--- src/rtl/fbei_pkg.sv ---
// ----------------------------------------------------------------------------
// fbei_pkg
// Shared types and constants for the frame bit error injector.
// ----------------------------------------------------------------------------
`timescale 1ns / 1ps

package fbei_pkg;

    // Frame buffer capacity default (bytes)
    localparam int FRAME_BYTES_DEF = 256;

    // Port widths
    localparam int S_TDATA_W  = 88;
    localparam int S_TUSER_W  = 3;
    localparam int M_TDATA_W  = 16;
    localparam int CFG_ADDR_W = 1;
    localparam int CFG_DATA_W = 32;

    // Field widths
    localparam int KIND_W   = 3;
    localparam int BYTE_W   = 8;
    localparam int BIT_W    = 16;
    localparam int PROB_W   = 33;
    localparam int FLEN_W   = 9;
    localparam int LEN_W    = 14;   // holds min(frame_length, capacity) up to 8192
    localparam int GEN_W    = 32;
    localparam int DIVSR_W  = 17;   // bit count of the frame, up to 65536
    localparam int DIV_STEPS = 32;
    localparam int DIV_CNT_W = 5;

    // Generator constants
    localparam logic [GEN_W-1:0] LCG_MUL = 32'd1664525;
    localparam logic [GEN_W-1:0] LCG_ADD = 32'd1013904223;

    // Item kinds
    localparam logic [KIND_W-1:0] KIND_WRITE = 3'd0;
    localparam logic [KIND_W-1:0] KIND_READ  = 3'd1;
    localparam logic [KIND_W-1:0] KIND_FLIP  = 3'd2;
    localparam logic [KIND_W-1:0] KIND_BURST = 3'd3;
    localparam logic [KIND_W-1:0] KIND_RAND  = 3'd4;
    localparam logic [KIND_W-1:0] KIND_PROB  = 3'd5;

    // Configuration register indexes
    localparam logic [CFG_ADDR_W-1:0] REG_FRAME_LENGTH = 1'd0;
    localparam logic [CFG_ADDR_W-1:0] REG_RNG_SEED     = 1'd1;

    // Controller -> datapath
    typedef struct packed {
        logic load_item;
        logic res_clear;
        logic set_ok;
        logic set_dec_one;
        logic dec_cmp;
        logic cap_rd;
        logic ram_wr_byte;
        logic ram_rd_byte;
        logic gen_adv;
        logic div_start;
        logic div_step;
        logic walk_bit;
        logic walk_burst;
        logic walk_rand;
        logic rmw_rd;
        logic rmw_wr;
        logic out_load;
    } fbei_cmd_t;

    // Datapath -> controller
    typedef struct packed {
        logic [KIND_W-1:0] kind;
        logic byte_ok;
        logic bit_ok;
        logic burst_ok;
        logic frame_empty;
        logic prob_zero;
        logic prob_one;
        logic div_last;
        logic walk_last;
    } fbei_sts_t;

endpackage

--- src/rtl/fbei_ram.sv ---
// ----------------------------------------------------------------------------
// fbei_ram
// Generic simple dual-port RAM, one write and one registered read port.
// ----------------------------------------------------------------------------
`timescale 1ns / 1ps

module fbei_ram #(
    parameter int WIDTH = 8,
    parameter int DEPTH = 256,
    parameter int AW    = (DEPTH > 1) ? $clog2(DEPTH) : 1
) (
    input  logic             aclk,
    input  logic             wr_en,
    input  logic [AW-1:0]    wr_addr,
    input  logic [WIDTH-1:0] wr_data,
    input  logic             rd_en,
    input  logic [AW-1:0]    rd_addr,
    output logic [WIDTH-1:0] rd_data
);

    logic [WIDTH-1:0] mem_reg [DEPTH];
    logic [WIDTH-1:0] rd_data_reg;

    always_ff @(posedge aclk) begin
        if (wr_en) begin
            mem_reg[wr_addr] <= wr_data;
        end
        if (rd_en) begin
            rd_data_reg <= mem_reg[rd_addr];
        end
    end

    assign rd_data = rd_data_reg;

endmodule

--- src/rtl/fbei_ctrl.sv ---
// ----------------------------------------------------------------------------
// fbei_ctrl
// Item sequencer: decodes the kind, steps divider and byte walk, owns the
// output valid flag.
// ----------------------------------------------------------------------------
`timescale 1ns / 1ps

module fbei_ctrl
    import fbei_pkg::*;
(
    input  logic      aclk,
    input  logic      aresetn,
    input  logic      s_tvalid,
    output logic      s_tready,
    output logic      m_tvalid,
    input  logic      m_tready,
    input  fbei_sts_t sts,
    output fbei_cmd_t cmd
);

    localparam logic [3:0] ST_IDLE    = 4'd0;
    localparam logic [3:0] ST_DECODE  = 4'd1;
    localparam logic [3:0] ST_RD_WAIT = 4'd2;
    localparam logic [3:0] ST_RMW_RD  = 4'd3;
    localparam logic [3:0] ST_RMW_WR  = 4'd4;
    localparam logic [3:0] ST_DIV     = 4'd5;
    localparam logic [3:0] ST_DIV_END = 4'd6;
    localparam logic [3:0] ST_PROB    = 4'd7;
    localparam logic [3:0] ST_FINISH  = 4'd8;

    logic [3:0] state_reg, state_next;
    logic       out_valid_reg, out_valid_next;

    always_comb begin
        cmd        = '0;
        state_next = state_reg;
        case (state_reg)
            ST_IDLE: begin
                if (s_tvalid) begin
                    cmd.load_item = 1'b1;
                    state_next    = ST_DECODE;
                end
            end
            ST_DECODE: begin
                cmd.res_clear = 1'b1;
                state_next    = ST_FINISH;
                case (sts.kind)
                    KIND_WRITE: begin
                        if (sts.byte_ok) begin
                            cmd.ram_wr_byte = 1'b1;
                            cmd.set_ok      = 1'b1;
                        end
                    end
                    KIND_READ: begin
                        if (sts.byte_ok) begin
                            cmd.ram_rd_byte = 1'b1;
                            cmd.set_ok      = 1'b1;
                            state_next      = ST_RD_WAIT;
                        end
                    end
                    KIND_FLIP: begin
                        if (sts.bit_ok) begin
                            cmd.walk_bit = 1'b1;
                            cmd.set_ok   = 1'b1;
                            state_next   = ST_RMW_RD;
                        end
                    end
                    KIND_BURST: begin
                        if (sts.burst_ok) begin
                            cmd.walk_burst = 1'b1;
                            cmd.set_ok     = 1'b1;
                            state_next     = ST_RMW_RD;
                        end
                    end
                    KIND_RAND: begin
                        if (!sts.frame_empty) begin
                            cmd.gen_adv   = 1'b1;
                            cmd.div_start = 1'b1;
                            cmd.set_ok    = 1'b1;
                            state_next    = ST_DIV;
                        end
                    end
                    KIND_PROB: begin
                        cmd.set_ok = 1'b1;
                        if (sts.prob_one) begin
                            cmd.set_dec_one = 1'b1;
                        end else if (!sts.prob_zero) begin
                            cmd.gen_adv = 1'b1;
                            state_next  = ST_PROB;
                        end
                    end
                    default: begin
                    end
                endcase
            end
            ST_RD_WAIT: begin
                cmd.cap_rd = 1'b1;
                state_next = ST_FINISH;
            end
            ST_RMW_RD: begin
                cmd.rmw_rd = 1'b1;
                state_next = ST_RMW_WR;
            end
            ST_RMW_WR: begin
                cmd.rmw_wr = 1'b1;
                state_next = sts.walk_last ? ST_FINISH : ST_RMW_RD;
            end
            ST_DIV: begin
                cmd.div_step = 1'b1;
                if (sts.div_last) begin
                    state_next = ST_DIV_END;
                end
            end
            ST_DIV_END: begin
                cmd.walk_rand = 1'b1;
                state_next    = ST_RMW_RD;
            end
            ST_PROB: begin
                cmd.dec_cmp = 1'b1;
                state_next  = ST_FINISH;
            end
            ST_FINISH: begin
                // wait for the output register to be free or being emptied
                if (!out_valid_reg || m_tready) begin
                    cmd.out_load = 1'b1;
                    state_next   = ST_IDLE;
                end
            end
            default: begin
                state_next = ST_IDLE;
            end
        endcase
    end

    always_comb begin
        if (cmd.out_load) begin
            out_valid_next = 1'b1;
        end else if (m_tready) begin
            out_valid_next = 1'b0;
        end else begin
            out_valid_next = out_valid_reg;
        end
    end

    always_ff @(posedge aclk) begin
        if (!aresetn) begin
            state_reg     <= ST_IDLE;
            out_valid_reg <= 1'b0;
        end else begin
            state_reg     <= state_next;
            out_valid_reg <= out_valid_next;
        end
    end

    assign s_tready = (state_reg == ST_IDLE);
    assign m_tvalid = out_valid_reg;

endmodule

--- src/rtl/fbei_dp.sv ---
// ----------------------------------------------------------------------------
// fbei_dp
// Datapath: item latch, config registers, LCG, radix-2 remainder unit,
// byte-walk read-modify-write on the frame RAM, result and output registers.
// ----------------------------------------------------------------------------
`timescale 1ns / 1ps

module fbei_dp
    import fbei_pkg::*;
#(
    parameter int FRAME_BYTES = FRAME_BYTES_DEF
) (
    input  logic                  aclk,
    input  logic                  aresetn,
    input  logic                  cfg_wr_en,
    input  logic [CFG_ADDR_W-1:0] cfg_addr,
    input  logic [CFG_DATA_W-1:0] cfg_wr_data,
    input  logic [KIND_W-1:0]     kind,
    input  logic [BYTE_W-1:0]     byte_addr,
    input  logic [BYTE_W-1:0]     byte_value,
    input  logic [BIT_W-1:0]      bit_pos,
    input  logic [BIT_W-1:0]      burst_len,
    input  logic [PROB_W-1:0]     probability,
    input  fbei_cmd_t             cmd,
    output fbei_sts_t             sts,
    output logic                  ok,
    output logic [BYTE_W-1:0]     read_data,
    output logic                  decision
);

    localparam int ADDR_W = (FRAME_BYTES > 1) ? $clog2(FRAME_BYTES) : 1;

    // latched item
    logic [KIND_W-1:0] kind_reg;
    logic [BYTE_W-1:0] bidx_reg, bval_reg;
    logic [BIT_W-1:0]  bit_reg, blen_reg;
    logic [PROB_W-1:0] prob_reg;

    // config and generator
    logic [FLEN_W-1:0] flen_reg;
    logic [GEN_W-1:0]  gen_reg;
    logic [GEN_W-1:0]  gen_next;

    // remainder unit
    logic [GEN_W-1:0]     dvd_reg;
    logic [DIVSR_W-1:0]   rem_reg;
    logic [DIV_CNT_W-1:0] cnt_reg;
    logic [DIVSR_W:0]     div_shift, div_trial;
    logic [DIVSR_W-1:0]   divisor;

    // byte walk
    logic [BIT_W-1:0] cur_reg, last_reg;
    logic [BYTE_W-1:0] flip_mask;

    // result and output
    logic              res_ok_reg, res_dec_reg;
    logic [BYTE_W-1:0] res_rd_reg;
    logic              out_ok_reg, out_dec_reg;
    logic [BYTE_W-1:0] out_rd_reg;

    // checks
    logic [LEN_W-1:0]   flen_ext, valid_bytes;
    logic [DIVSR_W-1:0] burst_last;
    logic [12:0]        item_byte, cur_byte;

    // ram
    logic              ram_we, ram_re;
    logic [ADDR_W-1:0] ram_waddr, ram_raddr, item_addr, cur_addr;
    logic [BYTE_W-1:0] ram_wdata, ram_rdata;

    assign flen_ext    = LEN_W'(flen_reg);
    assign valid_bytes = (flen_ext > LEN_W'(FRAME_BYTES)) ? LEN_W'(FRAME_BYTES) : flen_ext;
    assign burst_last  = DIVSR_W'(bit_reg) + DIVSR_W'(blen_reg) - DIVSR_W'(1);
    assign divisor     = {valid_bytes, 3'b000};

    assign sts.kind        = kind_reg;
    assign sts.byte_ok     = ({8'd0, bidx_reg} < 16'(FRAME_BYTES));
    assign sts.bit_ok      = ({1'b0, bit_reg[15:3]} < valid_bytes);
    assign sts.burst_ok    = (blen_reg != '0) && (burst_last[16:3] < valid_bytes);
    assign sts.frame_empty = (valid_bytes == '0);
    assign sts.prob_zero   = (prob_reg == '0);
    assign sts.prob_one    = prob_reg[PROB_W-1];
    assign sts.div_last    = (cnt_reg == DIV_CNT_W'(DIV_STEPS - 1));
    assign sts.walk_last   = (cur_reg[15:3] == last_reg[15:3]);

    assign gen_next = GEN_W'(gen_reg * LCG_MUL) + LCG_ADD;

    assign div_shift = {rem_reg, dvd_reg[GEN_W-1]};
    assign div_trial = div_shift - {1'b0, divisor};

    // MSB-first: bits cur..last of this byte, clipped at the byte edge
    assign flip_mask = (8'hFF >> cur_reg[2:0]) &
                       (sts.walk_last ? (8'hFF << (3'd7 - last_reg[2:0])) : 8'hFF);

    assign item_byte = {5'd0, bidx_reg};
    assign cur_byte  = cur_reg[15:3];
    assign item_addr = item_byte[ADDR_W-1:0];
    assign cur_addr  = cur_byte[ADDR_W-1:0];

    assign ram_we    = cmd.ram_wr_byte | cmd.rmw_wr;
    assign ram_waddr = cmd.ram_wr_byte ? item_addr : cur_addr;
    assign ram_wdata = cmd.ram_wr_byte ? bval_reg : (ram_rdata ^ flip_mask);
    assign ram_re    = cmd.ram_rd_byte | cmd.rmw_rd;
    assign ram_raddr = cmd.ram_rd_byte ? item_addr : cur_addr;

    fbei_ram #(
        .WIDTH (BYTE_W),
        .DEPTH (FRAME_BYTES)
    ) u_frame_ram (
        .aclk    (aclk),
        .wr_en   (ram_we),
        .wr_addr (ram_waddr),
        .wr_data (ram_wdata),
        .rd_en   (ram_re),
        .rd_addr (ram_raddr),
        .rd_data (ram_rdata)
    );

    // config and generator
    always_ff @(posedge aclk) begin
        if (!aresetn) begin
            flen_reg <= '0;
            gen_reg  <= '0;
        end else begin
            if (cfg_wr_en && cfg_addr == REG_FRAME_LENGTH) begin
                flen_reg <= cfg_wr_data[FLEN_W-1:0];
            end
            if (cfg_wr_en && cfg_addr == REG_RNG_SEED) begin
                gen_reg <= cfg_wr_data[GEN_W-1:0];
            end else if (cmd.gen_adv) begin
                gen_reg <= gen_next;
            end
        end
    end

    // payload registers
    always_ff @(posedge aclk) begin
        if (cmd.load_item) begin
            kind_reg <= kind;
            bidx_reg <= byte_addr;
            bval_reg <= byte_value;
            bit_reg  <= bit_pos;
            blen_reg <= burst_len;
            prob_reg <= probability;
        end

        if (cmd.div_start) begin
            dvd_reg <= gen_next;
            rem_reg <= '0;
            cnt_reg <= '0;
        end else if (cmd.div_step) begin
            dvd_reg <= {dvd_reg[GEN_W-2:0], 1'b0};
            rem_reg <= div_trial[DIVSR_W] ? div_shift[DIVSR_W-1:0] : div_trial[DIVSR_W-1:0];
            cnt_reg <= cnt_reg + DIV_CNT_W'(1);
        end

        if (cmd.walk_bit) begin
            cur_reg  <= bit_reg;
            last_reg <= bit_reg;
        end else if (cmd.walk_burst) begin
            cur_reg  <= bit_reg;
            last_reg <= burst_last[BIT_W-1:0];
        end else if (cmd.walk_rand) begin
            cur_reg  <= rem_reg[BIT_W-1:0];
            last_reg <= rem_reg[BIT_W-1:0];
        end else if (cmd.rmw_wr) begin
            cur_reg <= {cur_reg[15:3] + 13'd1, 3'b000};
        end

        if (cmd.res_clear) begin
            res_ok_reg  <= cmd.set_ok;
            res_dec_reg <= cmd.set_dec_one;
            res_rd_reg  <= '0;
        end else begin
            if (cmd.dec_cmp) begin
                res_dec_reg <= (gen_reg < prob_reg[GEN_W-1:0]);
            end
            if (cmd.cap_rd) begin
                res_rd_reg <= ram_rdata;
            end
        end

        if (cmd.out_load) begin
            out_ok_reg  <= res_ok_reg;
            out_dec_reg <= res_dec_reg;
            out_rd_reg  <= res_rd_reg;
        end
    end

    assign ok        = out_ok_reg;
    assign read_data = out_rd_reg;
    assign decision  = out_dec_reg;

endmodule

--- src/rtl/frame_bit_error_injector.sv ---
// ----------------------------------------------------------------------------
// frame_bit_error_injector
// Frame buffer with byte access, single/burst/random bit flips and an LCG
// driven probability draw.
// ----------------------------------------------------------------------------
//  Channel   Dir  Handshake           Contents
//  s_        in   s_tvalid/s_tready   tuser: kind; tdata: item fields
//  m_        out  m_tvalid/m_tready   tdata: ok, read_data, decision
//  cfg_      in   cfg_wr_en           0 frame_length, 1 rng_seed
//
//  One item at a time. Steps per item, from its accept to the earliest next accept:
//  write and read one frame RAM access, probability at most one generator
//  draw, single flip one read-modify-write, burst one read-modify-write per byte
//  touched, random flip 32 steps of the radix-2 remainder unit plus one
//  read-modify-write on the single-port-per-direction frame RAM.
//  The result sits in an output register, so the next transaction is taken
//  while a finished one waits; processing stalls only when it finishes again.
//  Reset (aresetn low, synchronous) clears control, frame_length and the
//  generator. Frame contents are undefined until written.
// ----------------------------------------------------------------------------
`timescale 1ns / 1ps

module frame_bit_error_injector
    import fbei_pkg::*;
#(
    parameter int FRAME_BYTES = FRAME_BYTES_DEF
) (
    input  logic                  aclk,
    input  logic                  aresetn,
    // input channel
    input  logic                  s_tvalid,
    output logic                  s_tready,
    input  logic [S_TDATA_W-1:0]  s_tdata,   // byte_addr, byte_value, bit_pos,
                                             // burst_len, probability, zero pad
    input  logic [S_TUSER_W-1:0]  s_tuser,   // kind
    // result channel
    output logic                  m_tvalid,
    input  logic                  m_tready,
    output logic [M_TDATA_W-1:0]  m_tdata,   // ok, read_data, decision, zero pad
    // configuration
    input  logic                  cfg_wr_en,
    input  logic [CFG_ADDR_W-1:0] cfg_addr,
    input  logic [CFG_DATA_W-1:0] cfg_wr_data
);

    fbei_cmd_t         cmd;
    fbei_sts_t         sts;
    logic              ok, decision;
    logic [BYTE_W-1:0] read_data;

    // Sequencer: takes a transaction in idle, walks the kind's steps
    fbei_ctrl u_ctrl (
        .aclk     (aclk),
        .aresetn  (aresetn),
        .s_tvalid (s_tvalid),
        .s_tready (s_tready),
        .m_tvalid (m_tvalid),
        .m_tready (m_tready),
        .sts      (sts),
        .cmd      (cmd)
    );

    // Datapath: field unpack happens right at the port
    fbei_dp #(
        .FRAME_BYTES (FRAME_BYTES)
    ) u_dp (
        .aclk        (aclk),
        .aresetn     (aresetn),
        .cfg_wr_en   (cfg_wr_en),
        .cfg_addr    (cfg_addr),
        .cfg_wr_data (cfg_wr_data),
        .kind        (s_tuser[KIND_W-1:0]),
        .byte_addr   (s_tdata[7:0]),
        .byte_value  (s_tdata[15:8]),
        .bit_pos     (s_tdata[31:16]),
        .burst_len   (s_tdata[47:32]),
        .probability (s_tdata[80:48]),
        .cmd         (cmd),
        .sts         (sts),
        .ok          (ok),
        .read_data   (read_data),
        .decision    (decision)
    );

    assign m_tdata = {6'd0, decision, read_data, ok};

endmodule

--- config.mk ---
export PLATFORM = sky130hd
export DESIGN_NAME = frame_bit_error_injector
export DESIGN_NICKNAME = d
export VERILOG_FILES = /design/src/rtl/fbei_pkg.sv /design/src/rtl/fbei_ram.sv /design/src/rtl/fbei_ctrl.sv /design/src/rtl/fbei_dp.sv /design/src/rtl/frame_bit_error_injector.sv
export SDC_FILE = /design/constraint.sdc
export NUM_CORES = 2
export LEC_CHECK = 0
export CELL_PAD_IN_SITES_DETAIL_PLACEMENT = 0
export CELL_PAD_IN_SITES_GLOBAL_PLACEMENT = 1
export CORE_ASPECT_RATIO = 1.4
export CORE_MARGIN = 4
export CORE_UTILIZATION = 35
export CTS_BUF_LIST = sky130_fd_sc_hd__clkbuf_4 sky130_fd_sc_hd__clkbuf_8
export CTS_CLUSTER_DIAMETER = 100
export DETAILED_ROUTE_END_ITERATION = 8
export DONT_BUFFER_PORTS = 1
export PLACE_DENSITY = 0.61
export SYNTH_ARGS = -nofsm -noshare
export SYNTH_HDL_FRONTEND = slang
export SYNTH_SLANG_ARGS = --single-unit
--- constraint.sdc ---
create_clock -name aclk -period 18.1 [get_ports aclk]
set_input_delay 3.62 -clock aclk [delete_from_list [all_inputs] [get_ports aclk]]
set_output_delay 3.62 -clock aclk [all_outputs]
set_load 0.005 [all_outputs]
==> results.sh <==
export IMPL_status="complete, no violations"
export IMPL_synthMuxAreaShare_pct=6.15
export IMPL_pre_cts_slack_ps=10430
export IMPL_via_count=60800
export IMPL_num_nets_final=8064
export IMPL_portBuffers=0
export IMPL_final_cell_mix="edfxtp_1 (2216), nand2_1 (1200), mux2i_1 (551), nand3_1 (457), inv_1 (371)"
export IMPL_ys_types=77
export IMPL_drive_gt1_share_pct=9.63
export IMPL_clk_pin_slew_ps=60
export IMPL_finalWorstSetupSlack_ps=10450
export IMPL_max_freq_mhz=131
export IMPL_post_route_util_pct=39.1
export IMPL_maxSlewViolCount=0
export IMPL_cp_required_ps=18730
export IMPL_rsz0062_at_grt="no"
export IMPL_synth_compound_area_share_pct=5.82
export IMPL_die_h_um=641
export IMPL_path_buf_inv=5
export IMPL_grt_pass1_vias=61700
export IMPL_peakVddDrop_v=0.000117
export IMPL_die_area_sq_mm=0.295
export IMPL_critPathArrivalTime_ps=8280
export IMPL_cp_slowest_stage_delay_ps=1080
export IMPL_seq_area_frac_synth_pct=67.8
export IMPL_antenna_found_initial=19
export IMPL_timing_critical_path_from="u_ctrl.state_reg[0]"
export IMPL_cts_inserted_buffers=363
export IMPL_power_density_mw_per_mm2=131
export IMPL_period_needed_ps=7650
export IMPL_cts_max_level=5
export IMPL_wl_per_cell_um=25.6
export IMPL_cp_end_kind="flip-flop"
export IMPL_setup_viol=0
export IMPL_p_int_mw=9.84
export IMPL_grt_pass1_wl_um=427000
export IMPL_critPathLaunchType="flip-flop"
export IMPL_initial_core_util_pct=35.2
export IMPL_clock_path_buffers=4
export IMPL_ys_warnings_count=0
export IMPL_syn_inst=7459
export IMPL_fin_cells=11600
export IMPL_worstPathCellList="or4b_4 > nor3_4 > buf_4 > mux2i_4 > buf_4 > buf_12 > buf_12 > buf_12 > mux2i_1 > o22ai_1 > o21ai_0 > and4_1 > nand4_1 > nor4_1 > nor4_1"
export IMPL_postRouteAntennaNets=0
export IMPL_drtIter0Drc=4556
export IMPL_drc=0
export IMPL_cap_violations=0
export IMPL_rr_startpoint="u_ctrl.state_reg[0]"
export IMPL_synthXorXnorAreaFrac_pct=0.899
export IMPL_crit_family="buffers and inverters"
export IMPL_cp_common_cell="buf_12"
export IMPL_pwr_share_comb_pct=27.8
export IMPL_root_buffer="clkbuf_8"
export IMPL_num_rows=232
export IMPL_wl_um=296000
export IMPL_netlist_area_sq_mm=0.100
export IMPL_synth_edff_count=2216
export IMPL_p_leak_nw=39.3
export IMPL_syn_to_final_growth_pct=11.1
export IMPL_cts_tree="yes"
export IMPL_finClkSkew_ps=104
export IMPL_hold_ws_ps=419
export IMPL_post_cts_setup_buffers=0
export IMPL_hold_class="flip-flop to flip-flop"
export IMPL_hold_start="u_dp.res_dec_reg"
export IMPL_slew_headroom_pct=13.2
export IMPL_crit_type="flip-flop to flip-flop"
export IMPL_synth_top_family_by_area="simple AND/OR/NAND/NOR gates"
export IMPL_fp_dieW_um=460
export IMPL_dp_cells=10900
export IMPL_seq_power_share_pct=43.1
export IMPL_place_detailed_hpwl_um=188000
export IMPL_layout_cells_most_common="edfxtp_1"
export IMPL_clock_sinks=2292
export IMPL_core_area_sq_mm=0.285
export IMPL_grt_max_degree=193
export IMPL_p_clk_share_pct=29.1
export IMPL_first_pass_iters=6
export IMPL_worstSkewPairLatency_ps=1000
export IMPL_sw_frac_of_total_pct=32.6
export IMPL_gp_congestion=0.836
export IMPL_grt_overflow=0
export IMPL_post_cts_resized=0
export IMPL_cpMaxStageDelayCell="nor4_1"
export IMPL_cp_max_fo=110
export IMPL_largest_reg_flops=2048
export IMPL_gr_usage_all_layers_pct=19.6
export IMPL_syn_avg_cell_area_sq_um=13.5
export IMPL_tightest_slew_ps=1300
export IMPL_async_flop_share_pct=0
export IMPL_hold_buffers=0
export IMPL_nFillCells=26900
export IMPL_ys_ff_latch=2292
export IMPL_yosys_area_share_simple_pct=10.2
export IMPL_synthAdderAreaFrac_pct=5.89
export IMPL_fin_setup_tns_ps=0
export IMPL_io_pins=147
export IMPL_hold_violations=0
export IMPL_timing_final_crit_share_pct=42.3
export IMPL_synth_flop_cell="edfxtp_1"
export IMPL_vias_per_cell=5.26
export IMPL_power_switching_mw=4.75
==> cells in the mapped netlist, drive strengths merged, types with 169 or more instances <==
library cell | count | area share, %
a21oi | 169 | 0.84
buf | 228 | 1.2
clkbuf | 181 | 0.68
edfxtp | 2216 | 66
ha | 250 | 3.1
inv | 371 | 1.4
mux2i | 553 | 5.5
nand2 | 1203 | 4.5
nand3 | 457 | 2.3
nor2 | 365 | 1.4
o21ai | 252 | 1.3
o22ai | 269 | 1.7
==> path summary, 6_finish.rpt <==
path	slack, ps	cells after the start	to
min	420	0	u_dp.decision
min reg2reg	420	0	u_dp.decision
max	10450	15	u_dp.u_frame_ram.rd_data[4]
max reg2reg	10450	15	u_dp.u_frame_ram.rd_data[4]
==> worst register-to-register path, cell delays in order, from the launching register on <==
cell,delay (ps)
dfxtp_1,450
or4b_4,610
nor3_4,190
buf_4,590
mux2i_4,360
buf_4,470
buf_12,640
buf_12,450
buf_12,880
mux2i_1,590
o22ai_1,110
o21ai_0,360
and4_1,280
nand4_1,120
nor4_1,1080
nor4_1,160
==> logic make-up (layout without fill, tap and decap cells) <==
group | after synthesis | count (layout)
flops | 2292 | 2292
mux | 583 | 583
simple gates | 2346 | 2346
other cells | 1 | 20
compound gates | 963 | 963
buf+inv | 782 | 1123
xor+xnor | 103 | 103
fa+ha+maj | 389 | 389
==> cell type report <==
type                       count  area [sq um]  area share, %
sequential                  2292         68100           61.1
multi-input combinational   4390         29400           26.4
clock buffer                 483          5940           5.33
tap                         3744          4680           4.20
inverter                     373          1400           1.26
timing repair buffer         126          1100          0.984
clock inverter               141           812          0.729
antenna                       14          35.0         0.0314
==> metrics by stage <==
stage | cell area (sq um) | power [mW]
floorplan | 100000 | 9.31
global placement | 105000 | 10.4
detailed placement | 105000 | 10.5
CTS | 111000 | 14.7
global route | 111000 | 15.4
finish | 111000 | 14.6
==> power by group through the flow <==
stage          sequential [mW]  combinational, mW  clock [mW]
3_5_place_dp              6.40               4.07           0
4_1_cts                   6.29               4.09        4.35
6_report                  6.29               4.05        4.24
2_1_floorplan             6.45               2.85           0
3_3_place_gp              6.40               4.02           0
5_1_grt                   6.30               4.54        4.58
==> layer usage <==
layer / routed length, um / share of wire, % / global-route usage (%) / up-vias
met5: 27 / 0.0091 / 0 / -
met4: 11900 / 4.0 / 7.57 / 4
met3: 15200 / 5.1 / 2.89 / 485
met2: 155000 / 52 / 35.9 / 1774
met1: 114000 / 39 / 23.1 / 30900
li1: - / - / - / 27700
Note: power is estimated with default switching activity, not from simulation.
